`src/bfpa_pkg.sv`:
```
`timescale 1ns / 1ps
package bfpa_pkg;
   localparam int MAX_BLOCKS_DEF = 16;
   localparam int ADDR_BITS_DEF  = 16;
   localparam int OWNER_BITS_DEF = 8;
   localparam int CODE_BITS      = 3;
   localparam logic [15:0] MEM_SIZE_RESET = 16'hFFFF;

   typedef enum logic [1:0] {
      MODE_REQUEST = 2'd0,
      MODE_RELEASE = 2'd1,
      MODE_COMPACT = 2'd2,
      MODE_STATUS  = 2'd3
   } mode_type;

   typedef enum logic [2:0] {
      RC_OK       = 3'd0,
      RC_NO_FIT   = 3'd1,
      RC_NO_OWNER = 3'd2,
      RC_BAD_SIZE = 3'd3,
      RC_FULL     = 3'd4
   } code_type;

   typedef enum logic [3:0] {
      ST_IDLE,
      ST_SCAN,
      ST_SHIFT,
      ST_MERGE,
      ST_COMPACT,
      ST_TOTAL,
      ST_DUMP,
      ST_EMIT
   } state_type;
endpackage

```
`src/bfpa_if.sv`:
```
`timescale 1ns / 1ps
interface bfpa_req_if #(parameter int AW = 16, parameter int OW = 8);
   logic          valid;
   logic          ready;
   logic [1:0]    mode;
   logic [OW-1:0] owner_id;
   logic [AW-1:0] request_size;
   modport source (output valid, mode, owner_id, request_size, input ready);
   modport sink   (input valid, mode, owner_id, request_size, output ready);
endinterface

interface bfpa_rsp_if #(parameter int AW = 16, parameter int OW = 8);
   logic          valid;
   logic          ready;
   logic [2:0]    result_code;
   logic [AW-1:0] block_start;
   logic [AW-1:0] block_length;
   logic          block_is_hole;
   logic [OW-1:0] block_holder;
   logic [AW-1:0] alloc_bytes;
   logic [AW-1:0] hole_bytes;
   logic          last;
   modport source (output valid, result_code, block_start, block_length, block_is_hole,
                   block_holder, alloc_bytes, hole_bytes, last, input ready);
   modport sink   (input valid, result_code, block_start, block_length, block_is_hole,
                   block_holder, alloc_bytes, hole_bytes, last, output ready);
endinterface

interface bfpa_csr_if #(parameter int AW = 16);
   logic          valid;
   logic          ready;
   logic [AW-1:0] data;
   modport source (output valid, data, input ready);
   modport sink   (input valid, data, output ready);
endinterface

```
`src/best_fit_partition_allocator.sv`:
```
`timescale 1ns / 1ps
// Channel | Dir | Payload
// req     | in  | mode, owner_id, request_size
// rsp     | out | result_code, block_start, block_length, block_is_hole,
//         |     | block_holder, alloc_bytes, hole_bytes, last
// csr     | in  | memory_size write data
// One item at a time under a small sequencer; the table sits in flip-flop entries.
// Request: scan every entry, then shift the entries above the chosen one up by one slot.
// Release: scan to the owner, then a merge pass over the table; each merge
// (at most two) moves the entries above it down. Compact: one pass, then the trailing hole.
// Status: one totals pass, then one result per entry.
// Synchronous reset leaves one hole of 65535 bytes; rsp stalls hold the result.
module best_fit_partition_allocator #(
   parameter int MAX_BLOCKS = bfpa_pkg::MAX_BLOCKS_DEF,
   parameter int ADDR_BITS  = bfpa_pkg::ADDR_BITS_DEF,
   parameter int OWNER_BITS = bfpa_pkg::OWNER_BITS_DEF
) (
   input logic clock,
   input logic reset,
   bfpa_req_if.sink   req,
   bfpa_rsp_if.source rsp,
   bfpa_csr_if.sink   csr
);
   localparam int IW = $clog2(MAX_BLOCKS);
   localparam int CW = $clog2(MAX_BLOCKS + 1);
   localparam logic [CW-1:0] MAXC = CW'(MAX_BLOCKS);

   logic [ADDR_BITS-1:0]  st_ff [MAX_BLOCKS];
   logic [ADDR_BITS-1:0]  sz_ff [MAX_BLOCKS];
   logic                  fr_ff [MAX_BLOCKS];
   logic [OWNER_BITS-1:0] ow_ff [MAX_BLOCKS];
   logic [CW-1:0] cnt_ff;
   logic [ADDR_BITS-1:0] msize_ff;

   bfpa_pkg::state_type state_ff, state_in;
   bfpa_pkg::mode_type  mode_ff;
   logic [OWNER_BITS-1:0] own_ff;
   logic [ADDR_BITS-1:0]  rsz_ff;
   logic [CW-1:0] i_ff;       // scan/read index
   logic [CW-1:0] j_ff;       // write index (compact), shift target, merge move index
   logic found_ff;
   logic [IW-1:0] best_ff;
   logic [ADDR_BITS-1:0] left_ff, acc_ff, fre_ff, alc_ff;

   // output register
   logic ov_ff;
   logic [2:0] oc_ff;
   logic [ADDR_BITS-1:0] os_ff, ol_ff, oa_ff, of_ff;
   logic oh_ff, olast_ff;
   logic [OWNER_BITS-1:0] oo_ff;

   logic [IW-1:0] ii;
   logic [IW-1:0] jj;
   logic [ADDR_BITS:0] diff;
   logic fit;
   logic out_free;
   assign ii = i_ff[IW-1:0];
   assign jj = j_ff[IW-1:0];
   assign out_free = !ov_ff || rsp.ready;
   // subtract/compare unit for the best-fit scan
   assign diff = {1'b0, sz_ff[ii]} - {1'b0, rsz_ff};
   assign fit  = fr_ff[ii] && !diff[ADDR_BITS];

   assign req.ready = (state_ff == bfpa_pkg::ST_IDLE) && !ov_ff;
   assign csr.ready = 1'b1;

   assign rsp.valid = ov_ff;
   assign rsp.result_code = oc_ff;
   assign rsp.block_start = os_ff;
   assign rsp.block_length = ol_ff;
   assign rsp.block_is_hole = oh_ff;
   assign rsp.block_holder = oo_ff;
   assign rsp.alloc_bytes = oa_ff;
   assign rsp.hole_bytes = of_ff;
   assign rsp.last = olast_ff;

   // next state
   always_comb begin
      state_in = state_ff;
      unique case (state_ff)
         bfpa_pkg::ST_IDLE: begin
            if (req.valid && req.ready) begin
               unique case (bfpa_pkg::mode_type'(req.mode))
                  bfpa_pkg::MODE_REQUEST: state_in = (req.request_size == '0) ?
                                            bfpa_pkg::ST_EMIT : bfpa_pkg::ST_SCAN;
                  bfpa_pkg::MODE_RELEASE: state_in = bfpa_pkg::ST_SCAN;
                  bfpa_pkg::MODE_COMPACT: state_in = bfpa_pkg::ST_COMPACT;
                  default:                state_in = bfpa_pkg::ST_TOTAL;
               endcase
            end
         end
         bfpa_pkg::ST_SCAN: begin
            if (i_ff == cnt_ff) begin
               state_in = bfpa_pkg::ST_EMIT;
               if (mode_ff == bfpa_pkg::MODE_REQUEST && found_ff && left_ff != '0 &&
                   cnt_ff != MAXC)
                  state_in = bfpa_pkg::ST_SHIFT;
            end else if (mode_ff == bfpa_pkg::MODE_RELEASE && !fr_ff[ii] &&
                         ow_ff[ii] == own_ff) begin
               state_in = bfpa_pkg::ST_MERGE;
            end
         end
         bfpa_pkg::ST_SHIFT:
            if (j_ff == CW'(best_ff) + CW'(1)) state_in = bfpa_pkg::ST_EMIT;
         bfpa_pkg::ST_MERGE:
            if (j_ff == '0 && i_ff + CW'(1) >= cnt_ff) state_in = bfpa_pkg::ST_EMIT;
         bfpa_pkg::ST_COMPACT:
            if (i_ff == cnt_ff) state_in = bfpa_pkg::ST_EMIT;
         bfpa_pkg::ST_TOTAL:
            if (i_ff == cnt_ff) state_in = bfpa_pkg::ST_DUMP;
         bfpa_pkg::ST_DUMP:
            if (out_free && i_ff + CW'(1) == cnt_ff) state_in = bfpa_pkg::ST_IDLE;
         bfpa_pkg::ST_EMIT:
            if (out_free) state_in = bfpa_pkg::ST_IDLE;
         default: state_in = bfpa_pkg::ST_IDLE;
      endcase
   end

   always_ff @(posedge clock) begin
      if (reset) state_ff <= bfpa_pkg::ST_IDLE;
      else       state_ff <= state_in;
   end

   // datapath and table updates
   always_ff @(posedge clock) begin
      if (reset) begin
         cnt_ff   <= CW'(1);
         msize_ff <= ADDR_BITS'(bfpa_pkg::MEM_SIZE_RESET);
         st_ff[0] <= '0;
         sz_ff[0] <= ADDR_BITS'(bfpa_pkg::MEM_SIZE_RESET);
         fr_ff[0] <= 1'b1;
         ow_ff[0] <= '0;
         ov_ff    <= 1'b0;
      end else begin
         // the dump state reloads the output register itself
         if (ov_ff && rsp.ready && state_ff != bfpa_pkg::ST_DUMP) ov_ff <= 1'b0;
         if (csr.valid && csr.data != '0) begin
            // to be written only while idle, which the block does not enforce: reload table as one hole
            msize_ff <= csr.data;
            cnt_ff   <= CW'(1);
            st_ff[0] <= '0;
            sz_ff[0] <= csr.data;
            fr_ff[0] <= 1'b1;
            ow_ff[0] <= '0;
         end
         unique case (state_ff)
            bfpa_pkg::ST_IDLE: begin
               if (req.valid && req.ready) begin
                  mode_ff  <= bfpa_pkg::mode_type'(req.mode);
                  own_ff   <= req.owner_id;
                  rsz_ff   <= req.request_size;
                  i_ff     <= '0;
                  j_ff     <= '0;
                  found_ff <= 1'b0;
                  acc_ff   <= '0;
                  fre_ff   <= '0;
                  alc_ff   <= '0;
                  oc_ff    <= bfpa_pkg::RC_BAD_SIZE;
                  os_ff <= '0; ol_ff <= '0; oh_ff <= 1'b0; oo_ff <= '0;
                  oa_ff <= '0; of_ff <= '0; olast_ff <= 1'b1;
               end
            end
            bfpa_pkg::ST_SCAN: begin
               if (i_ff == cnt_ff) begin
                  if (mode_ff == bfpa_pkg::MODE_RELEASE) begin
                     oc_ff <= bfpa_pkg::RC_NO_OWNER;
                  end else if (!found_ff) begin
                     oc_ff <= bfpa_pkg::RC_NO_FIT;
                  end else if (left_ff != '0 && cnt_ff == MAXC) begin
                     oc_ff <= bfpa_pkg::RC_FULL;
                  end else begin
                     oc_ff <= bfpa_pkg::RC_OK;
                     os_ff <= st_ff[best_ff];
                     ol_ff <= rsz_ff;
                     oo_ff <= own_ff;
                     fr_ff[best_ff] <= 1'b0;
                     ow_ff[best_ff] <= own_ff;
                     if (left_ff != '0) begin
                        sz_ff[best_ff] <= rsz_ff;
                        j_ff <= cnt_ff;
                        cnt_ff <= cnt_ff + CW'(1);
                     end
                  end
               end else if (mode_ff == bfpa_pkg::MODE_REQUEST) begin
                  i_ff <= i_ff + CW'(1);
                  if (fit && (!found_ff || diff[ADDR_BITS-1:0] < left_ff)) begin
                     found_ff <= 1'b1;
                     best_ff  <= ii;
                     left_ff  <= diff[ADDR_BITS-1:0];
                  end
               end else if (!fr_ff[ii] && ow_ff[ii] == own_ff) begin
                  oc_ff <= bfpa_pkg::RC_OK;
                  os_ff <= st_ff[ii];
                  ol_ff <= sz_ff[ii];
                  oh_ff <= 1'b1;
                  fr_ff[ii] <= 1'b1;
                  ow_ff[ii] <= '0;
                  i_ff <= '0;
               end else begin
                  i_ff <= i_ff + CW'(1);
               end
            end
            bfpa_pkg::ST_SHIFT: begin
               // move one entry up per cycle, then drop in the new hole
               if (j_ff == CW'(best_ff) + CW'(1)) begin
                  st_ff[jj] <= st_ff[best_ff] + rsz_ff;
                  sz_ff[jj] <= left_ff;
                  fr_ff[jj] <= 1'b1;
                  ow_ff[jj] <= '0;
               end else begin
                  st_ff[jj] <= st_ff[jj - IW'(1)];
                  sz_ff[jj] <= sz_ff[jj - IW'(1)];
                  fr_ff[jj] <= fr_ff[jj - IW'(1)];
                  ow_ff[jj] <= ow_ff[jj - IW'(1)];
                  j_ff <= j_ff - CW'(1);
               end
            end
            bfpa_pkg::ST_MERGE: begin
               if (j_ff != '0) begin
                  // move the tail down one slot per cycle over the absorbed entry
                  st_ff[jj] <= st_ff[jj + IW'(1)];
                  sz_ff[jj] <= sz_ff[jj + IW'(1)];
                  fr_ff[jj] <= fr_ff[jj + IW'(1)];
                  ow_ff[jj] <= ow_ff[jj + IW'(1)];
                  if (j_ff + CW'(1) >= cnt_ff) j_ff <= '0;
                  else                         j_ff <= j_ff + CW'(1);
               end else if (i_ff + CW'(1) < cnt_ff) begin
                  if (fr_ff[ii] && fr_ff[ii + IW'(1)]) begin
                     // absorb right neighbor and stay on i
                     sz_ff[ii] <= sz_ff[ii] + sz_ff[ii + IW'(1)];
                     cnt_ff <= cnt_ff - CW'(1);
                     if (i_ff + CW'(2) < cnt_ff) j_ff <= i_ff + CW'(1);
                  end else begin
                     i_ff <= i_ff + CW'(1);
                  end
               end
            end
            bfpa_pkg::ST_COMPACT: begin
               if (i_ff == cnt_ff) begin
                  oc_ff <= bfpa_pkg::RC_OK;
                  os_ff <= acc_ff;
                  if (msize_ff > acc_ff && j_ff != MAXC) begin
                     st_ff[jj] <= acc_ff;
                     sz_ff[jj] <= msize_ff - acc_ff;
                     fr_ff[jj] <= 1'b1;
                     ow_ff[jj] <= '0;
                     cnt_ff <= j_ff + CW'(1);
                     ol_ff <= msize_ff - acc_ff;
                     oh_ff <= 1'b1;
                  end else begin
                     cnt_ff <= j_ff;
                  end
               end else begin
                  i_ff <= i_ff + CW'(1);
                  if (!fr_ff[ii]) begin
                     st_ff[jj] <= acc_ff;
                     sz_ff[jj] <= sz_ff[ii];
                     fr_ff[jj] <= 1'b0;
                     ow_ff[jj] <= ow_ff[ii];
                     acc_ff <= acc_ff + sz_ff[ii];
                     j_ff <= j_ff + CW'(1);
                  end
               end
            end
            bfpa_pkg::ST_TOTAL: begin
               if (i_ff == cnt_ff) begin
                  i_ff <= '0;
               end else begin
                  i_ff <= i_ff + CW'(1);
                  if (fr_ff[ii]) fre_ff <= fre_ff + sz_ff[ii];
                  else           alc_ff <= alc_ff + sz_ff[ii];
               end
            end
            bfpa_pkg::ST_DUMP: begin
               if (out_free) begin
                  ov_ff <= 1'b1;
                  oc_ff <= bfpa_pkg::RC_OK;
                  os_ff <= st_ff[ii];
                  ol_ff <= sz_ff[ii];
                  oh_ff <= fr_ff[ii];
                  oo_ff <= ow_ff[ii];
                  oa_ff <= alc_ff;
                  of_ff <= fre_ff;
                  olast_ff <= (i_ff + CW'(1) == cnt_ff);
                  i_ff <= i_ff + CW'(1);
               end
            end
            bfpa_pkg::ST_EMIT: begin
               if (out_free) ov_ff <= 1'b1;
            end
            default: ;
         endcase
      end
   end
endmodule

```
`src/flat_wrapper.sv`:
```
// flat-port wrapper written by rule: the top's interface ports become plain ports
module best_fit_partition_allocator_flat 
#(
   parameter int MAX_BLOCKS = bfpa_pkg::MAX_BLOCKS_DEF,
   parameter int ADDR_BITS  = bfpa_pkg::ADDR_BITS_DEF,
   parameter int OWNER_BITS = bfpa_pkg::OWNER_BITS_DEF
)
  (clock, reset, req_valid, req_mode, req_owner_id, req_request_size, req_ready, rsp_valid, rsp_result_code, rsp_block_start, rsp_block_length, rsp_block_is_hole, rsp_block_holder, rsp_alloc_bytes, rsp_hole_bytes, rsp_last, rsp_ready, csr_valid, csr_data, csr_ready);
  bfpa_req_if #(.AW(16), .OW(8)) req_i ();
  bfpa_rsp_if #(.AW(16), .OW(8)) rsp_i ();
  bfpa_csr_if #(.AW(16)) csr_i ();
  input logic clock;
  input logic reset;
  input wire logic [$bits(req_i.valid)-1:0] req_valid;
  input wire logic [$bits(req_i.mode)-1:0] req_mode;
  input wire logic [$bits(req_i.owner_id)-1:0] req_owner_id;
  input wire logic [$bits(req_i.request_size)-1:0] req_request_size;
  output wire logic [$bits(req_i.ready)-1:0] req_ready;
  output wire logic [$bits(rsp_i.valid)-1:0] rsp_valid;
  output wire logic [$bits(rsp_i.result_code)-1:0] rsp_result_code;
  output wire logic [$bits(rsp_i.block_start)-1:0] rsp_block_start;
  output wire logic [$bits(rsp_i.block_length)-1:0] rsp_block_length;
  output wire logic [$bits(rsp_i.block_is_hole)-1:0] rsp_block_is_hole;
  output wire logic [$bits(rsp_i.block_holder)-1:0] rsp_block_holder;
  output wire logic [$bits(rsp_i.alloc_bytes)-1:0] rsp_alloc_bytes;
  output wire logic [$bits(rsp_i.hole_bytes)-1:0] rsp_hole_bytes;
  output wire logic [$bits(rsp_i.last)-1:0] rsp_last;
  input wire logic [$bits(rsp_i.ready)-1:0] rsp_ready;
  input wire logic [$bits(csr_i.valid)-1:0] csr_valid;
  input wire logic [$bits(csr_i.data)-1:0] csr_data;
  output wire logic [$bits(csr_i.ready)-1:0] csr_ready;
  assign req_i.valid = req_valid;
  assign req_i.mode = req_mode;
  assign req_i.owner_id = req_owner_id;
  assign req_i.request_size = req_request_size;
  assign req_ready = req_i.ready;
  assign rsp_valid = rsp_i.valid;
  assign rsp_result_code = rsp_i.result_code;
  assign rsp_block_start = rsp_i.block_start;
  assign rsp_block_length = rsp_i.block_length;
  assign rsp_block_is_hole = rsp_i.block_is_hole;
  assign rsp_block_holder = rsp_i.block_holder;
  assign rsp_alloc_bytes = rsp_i.alloc_bytes;
  assign rsp_hole_bytes = rsp_i.hole_bytes;
  assign rsp_last = rsp_i.last;
  assign rsp_i.ready = rsp_ready;
  assign csr_i.valid = csr_valid;
  assign csr_i.data = csr_data;
  assign csr_ready = csr_i.ready;
  best_fit_partition_allocator #(.MAX_BLOCKS(MAX_BLOCKS), .ADDR_BITS(ADDR_BITS), .OWNER_BITS(OWNER_BITS)) u_core (.clock(clock), .reset(reset), .req(req_i), .rsp(rsp_i), .csr(csr_i));
endmodule
```
`config.mk`:
```
export PLATFORM = sky130hd
export DESIGN_NAME = best_fit_partition_allocator_flat
export DESIGN_NICKNAME = d
export VERILOG_FILES = /design/src/bfpa_pkg.sv /design/src/bfpa_if.sv /design/src/best_fit_partition_allocator.sv /design/src/flat_wrapper.sv
export SDC_FILE = /design/constraint.sdc
export NUM_CORES = 2
export LEC_CHECK = 0
export BUFFER_PORTS_ARGS = -buffer_cell sky130_fd_sc_hd__buf_2
export CAP_MARGIN = 20
export CORE_UTILIZATION = 58
export DETAILED_ROUTE_END_ITERATION = 10
export PLACE_DENSITY = 0.84
export REMOVE_ABC_BUFFERS = 1
export SKIP_CTS_REPAIR_TIMING = 1
export SLEW_MARGIN = 20
export SYNTH_ARGS = -nofsm -noshare
export SYNTH_HDL_FRONTEND = slang
export SYNTH_SLANG_ARGS = --single-unit
```
`constraint.sdc`:
```
create_clock -name clock -period 7.5 [get_ports clock]
set_clock_uncertainty 0.15 [all_clocks]
set_input_delay 2.25 -clock clock [delete_from_list [all_inputs] [get_ports clock]]
set_output_delay 2.25 -clock clock [all_outputs]
set_load 0.005 [all_outputs]
```
==> summary.md <==
| Metric | Value |
|---|---|
| Max_cap viols | `0` |
| Core Area | `95200 sq um` |
| Sink Count | `871` |
| Reg clk slew, reported paths | `0.07 ns` |
| CTS HTree Levels | `3` |
| Slew headroom | `0.113` |
| Post-Synthesis Cells | `3834` |
| Die area | `97500 sq um` |
| Critical path type | `register to register` |
| Crit path max fanout | `23` |
| Startpoint types | `register` |
| Clk root buf | `clkbuf_16` |
| Via density | `8.11` |
| Setup crit end kind | `register` |
| Total Power | `28.8 mW` |
| Hold Crit Class | `register to register` |
| Placer Congestion | `1.04` |
| Ys flop type | `edfxtp_1` |
| Clock latency on the worst-skew pair | `0.71 ns` |
| First-pass GRT wire length | `281000 um` |
| Critical path cell sequence | `mux4_2 > mux4_2 > ha_1 > nor2b_1 > o21ai_0 > a21boi_0 > o21ai_0 > a21boi_0 > o2111a_1 > nor3_1 > nor3_1 > or4_1 > nand3_1 > ha_1 > nor2b_1 > o21ai_0 > nand3_1 > a41oi_1 > o311ai_1 > inv_1 > buf_4` |
| Most numerous cell on the critical path | `o21ai_0` |
| Tmin final | `6.89 ns` |
| Grt total ovfl | `0` |
| # IOs | `127` |
| Fill cell count | `6351` |
| TritonCTS buffer count | `94` |
| Post-synth ARST share | `0` |
| Layout cells sized above 1 | `0.313` |
| Worst reg-to-reg path cell count | `21` |
| Synth area leader | `edfxtp_1` |
| #FFs+latches synth | `871` |
| Yosys Warn Count | `0` |
| Fin area | `61500 sq um` |
| Hold Path Origin | `u_core.msize_ff[3]` |
| FP Rows | `113` |
| Setup ws final | `0.608 ns` |
| Syn avg cell area | `14.6 sq um` |
| Leak pwr | `20.8 nW` |
| Crit path DAT | `7.11 ns` |
| Top cells by count, synth | `edfxtp_1, mux4_2, nand2_1, nor2_1, clkbuf_1` |
| Fin. Hold Viols | `0` |
| Final period util | `0.919` |
| Slowest library cell on the worst path | `dfxtp_4` |
| Post-DP HPWL | `124000 um` |
| Post-synth cell types | `78` |
| Max Root-Sink Buffers | `3` |
| Final wirelength | `193000 um` |
| Wire per inst | `36.6 um` |
| Peak VDD IR | `0.357 mV` |
| Slew @ Worst Pin | `1.32 ns` |
| Largest net degree at the start of global routing | `115` |
| Initial DRC count | `8089` |
| Layout Nets | `4120` |
| Post-synthesis cell area | `55800 sq um` |
| Worst R2R Setup Slack | `0.61 ns` |
| Most numerous cell in the Yosys netlist | `edfxtp_1` |
| Place WS | `0.799 ns` |
| Number of synthesized flops with an enable pin | `837` |
| Max-slew violation count | `0` |
| Seq/Total Area, Yosys | `0.463` |
| Max Fclk | `0.145 GHz` |
| Multi-input gate area | `28600 sq um` |
| Worst hold path stage count | `2` |
| Setup violations, final | `0` |
| TritonCTS clock tree | `built` |
| Area taken by flip-flops and latches | `25800 sq um` |
| Die Ht | `312 um` |
| Critical Path RT | `7.71 ns` |
| Critical R2R Capture | `u_core.left_ff[2]` |
| Area contributors post-synth | `edfxtp_1, mux4_2, ha_1, nand2_1, nor2_1` |
| Endpoint, Worst Hold | `u_core.msize_ff[3]` |
| Via count | `42714` |
| CP max stage delay | `0.68 ns` |
| Antenna-violating nets left | `0` |
| DRC viols | `0` |
| Setup Total Neg Slack | `0 ns` |
| DRT Pass-1 Iters | `10` |
| Number of global-route vias before repair | `41491` |
| Post-layout util | `0.646` |
| Initial antenna violation count | `16` |
| Area Overhead vs Synth | `10.2%` |
| PortBufs | `125` |
| Placed cell area | `58300 sq um` |
| Yosys top cell area share | `0.450` |
| Critical path's top delay family | `compound AO/OA/AOI/OAI gates` |
| Chip width | `312 um` |
| Outcome | `finished, final reports clean` |
| Unrepaired setup endpoints after global routing | `false` |
| Initial Utilization | `0.587` |
| Power Density | `468 nW/um^2` |
| Buf+Inv Stages, Crit Path | `2` |
| GRT Resource Usage Total | `0.396` |
placed cells by master (no fill, tap or decap), types with 14 or more instances in the layout:
cell,Yosys,routed
mux2i_1,35,35
dfxtp_1,34,27
clkbuf_1,189,14
clkinv_2,0,17
inv_1,117,115
nor2_1,198,178
o22ai_1,14,14
nand3_1,77,77
nand2b_1,29,29
a22oi_1,36,36
or3_1,28,27
nor2_2,0,17
ha_1,147,145
a21o_1,36,36
o211ai_1,21,21
clkbuf_16,0,95
a21oi_1,122,121
xnor2_1,59,54
and2_1,25,25
buf_2,13,125
and3_1,68,68
a31oi_1,40,40
nor2b_1,56,55
a211oi_1,37,37
nor4_1,15,15
nand2_1,263,262
o21ai_0,142,142
nor3_1,61,56
xor2_1,50,48
edfxtp_1,837,837
buf_4,3,149
o31ai_1,17,17
mux4_2,739,739
nand3b_1,22,22
o21a_1,23,23
clkinv_1,3,18
kinds of logic after synthesis:
| kind of cell | count (synthesis) | synth area share |
|---|---|---|
| AOI/OAI and AO/OA | 610 | 0.0721 |
| and+or+nand+nor | 889 | 0.0773 |
| xor gates and xnor gates | 109 | 0.0171 |
| buffers and inverters | 412 | 0.0282 |
| adders and majority gates | 154 | 0.0355 |
| other | 1 | 0.0000672 |
| muxes | 788 | 0.307 |
| DFF | 871 | 0.463 |
tightest hold or removal path, cell delays in order (launching register included):
cell,delay [ns]
dfxtp_1,0.31
nand2_1,0.05
nand3b_1,0.06
power by group:
group	internal [mW]	total, mW	switching [mW]
registers	6.60	7.24	0.644
clock network	2.74	4.80	2.06
logic	7.04	16.8	9.72
total	16.4	28.8	12.4
sequential cells by signal, summed over array words and instances, names as in the netlist, 16 cells and up, named ones only:
name and flops:
u_core.rsp.hole_bytes 16, u_core.rsp.alloc_bytes 16, u_core.alc_ff 16, u_core.fre_ff 16, u_core.msize_ff 16, u_core.rsp.block_length 16, u_core.sz_ff 256, u_core.st_ff 256
u_core.left_ff 16, u_core.ow_ff 128, u_core.rsz_ff 16, u_core.acc_ff 16, u_core.rsp.block_start 16, u_core.fr_ff 16
per-stage QoR:
step	std cells	hold WS (ns)
after CTS	5257	0.332
after detailed placement	5086	0.313
after global routing	5261	0.349
final	5267	0.331
after global placement	5086	0.313
after floorplan	3542	0.291
layout make-up:
type | instances | area share
Multi-Input combinational cell | 2551 | 0.466
Sequential cell | 871 | 0.420
Clock buffer | 109 | 0.0395
Timing Repair Buffer | 281 | 0.0302
Tap cell | 1265 | 0.0257
Clock inverter | 62 | 0.0108
Inverter | 120 | 0.00749
Antenna cell | 8 | 0.000326
layer usage:
metal	vias to the layer above	GRT usage	share of wire
met5	-	0.0116	0.0014
met4	20	0.241	0.079
met3	1125	0.153	0.18
met2	4945	0.570	0.43
met1	20605	0.510	0.31
li1	16019	-	-
worst max-delay path by stage:
stage,to,slack (ns),startpoint,cells after the start
2_1_floorplan,u_core.sz_ff[10][9],-16.50,u_core.j_ff[0],9
3_3_place_gp,u_core.left_ff[3],0.71,register,26
3_5_place_dp,u_core.left_ff[3],0.80,register,27
4_1_cts,u_core.best_ff[2],0.75,register,27
5_1_grt,u_core.left_ff[2],0.34,register,23
6_report,u_core.left_ff[2],0.61,register,21
Note: power is estimated with default switching activity, not from simulation.
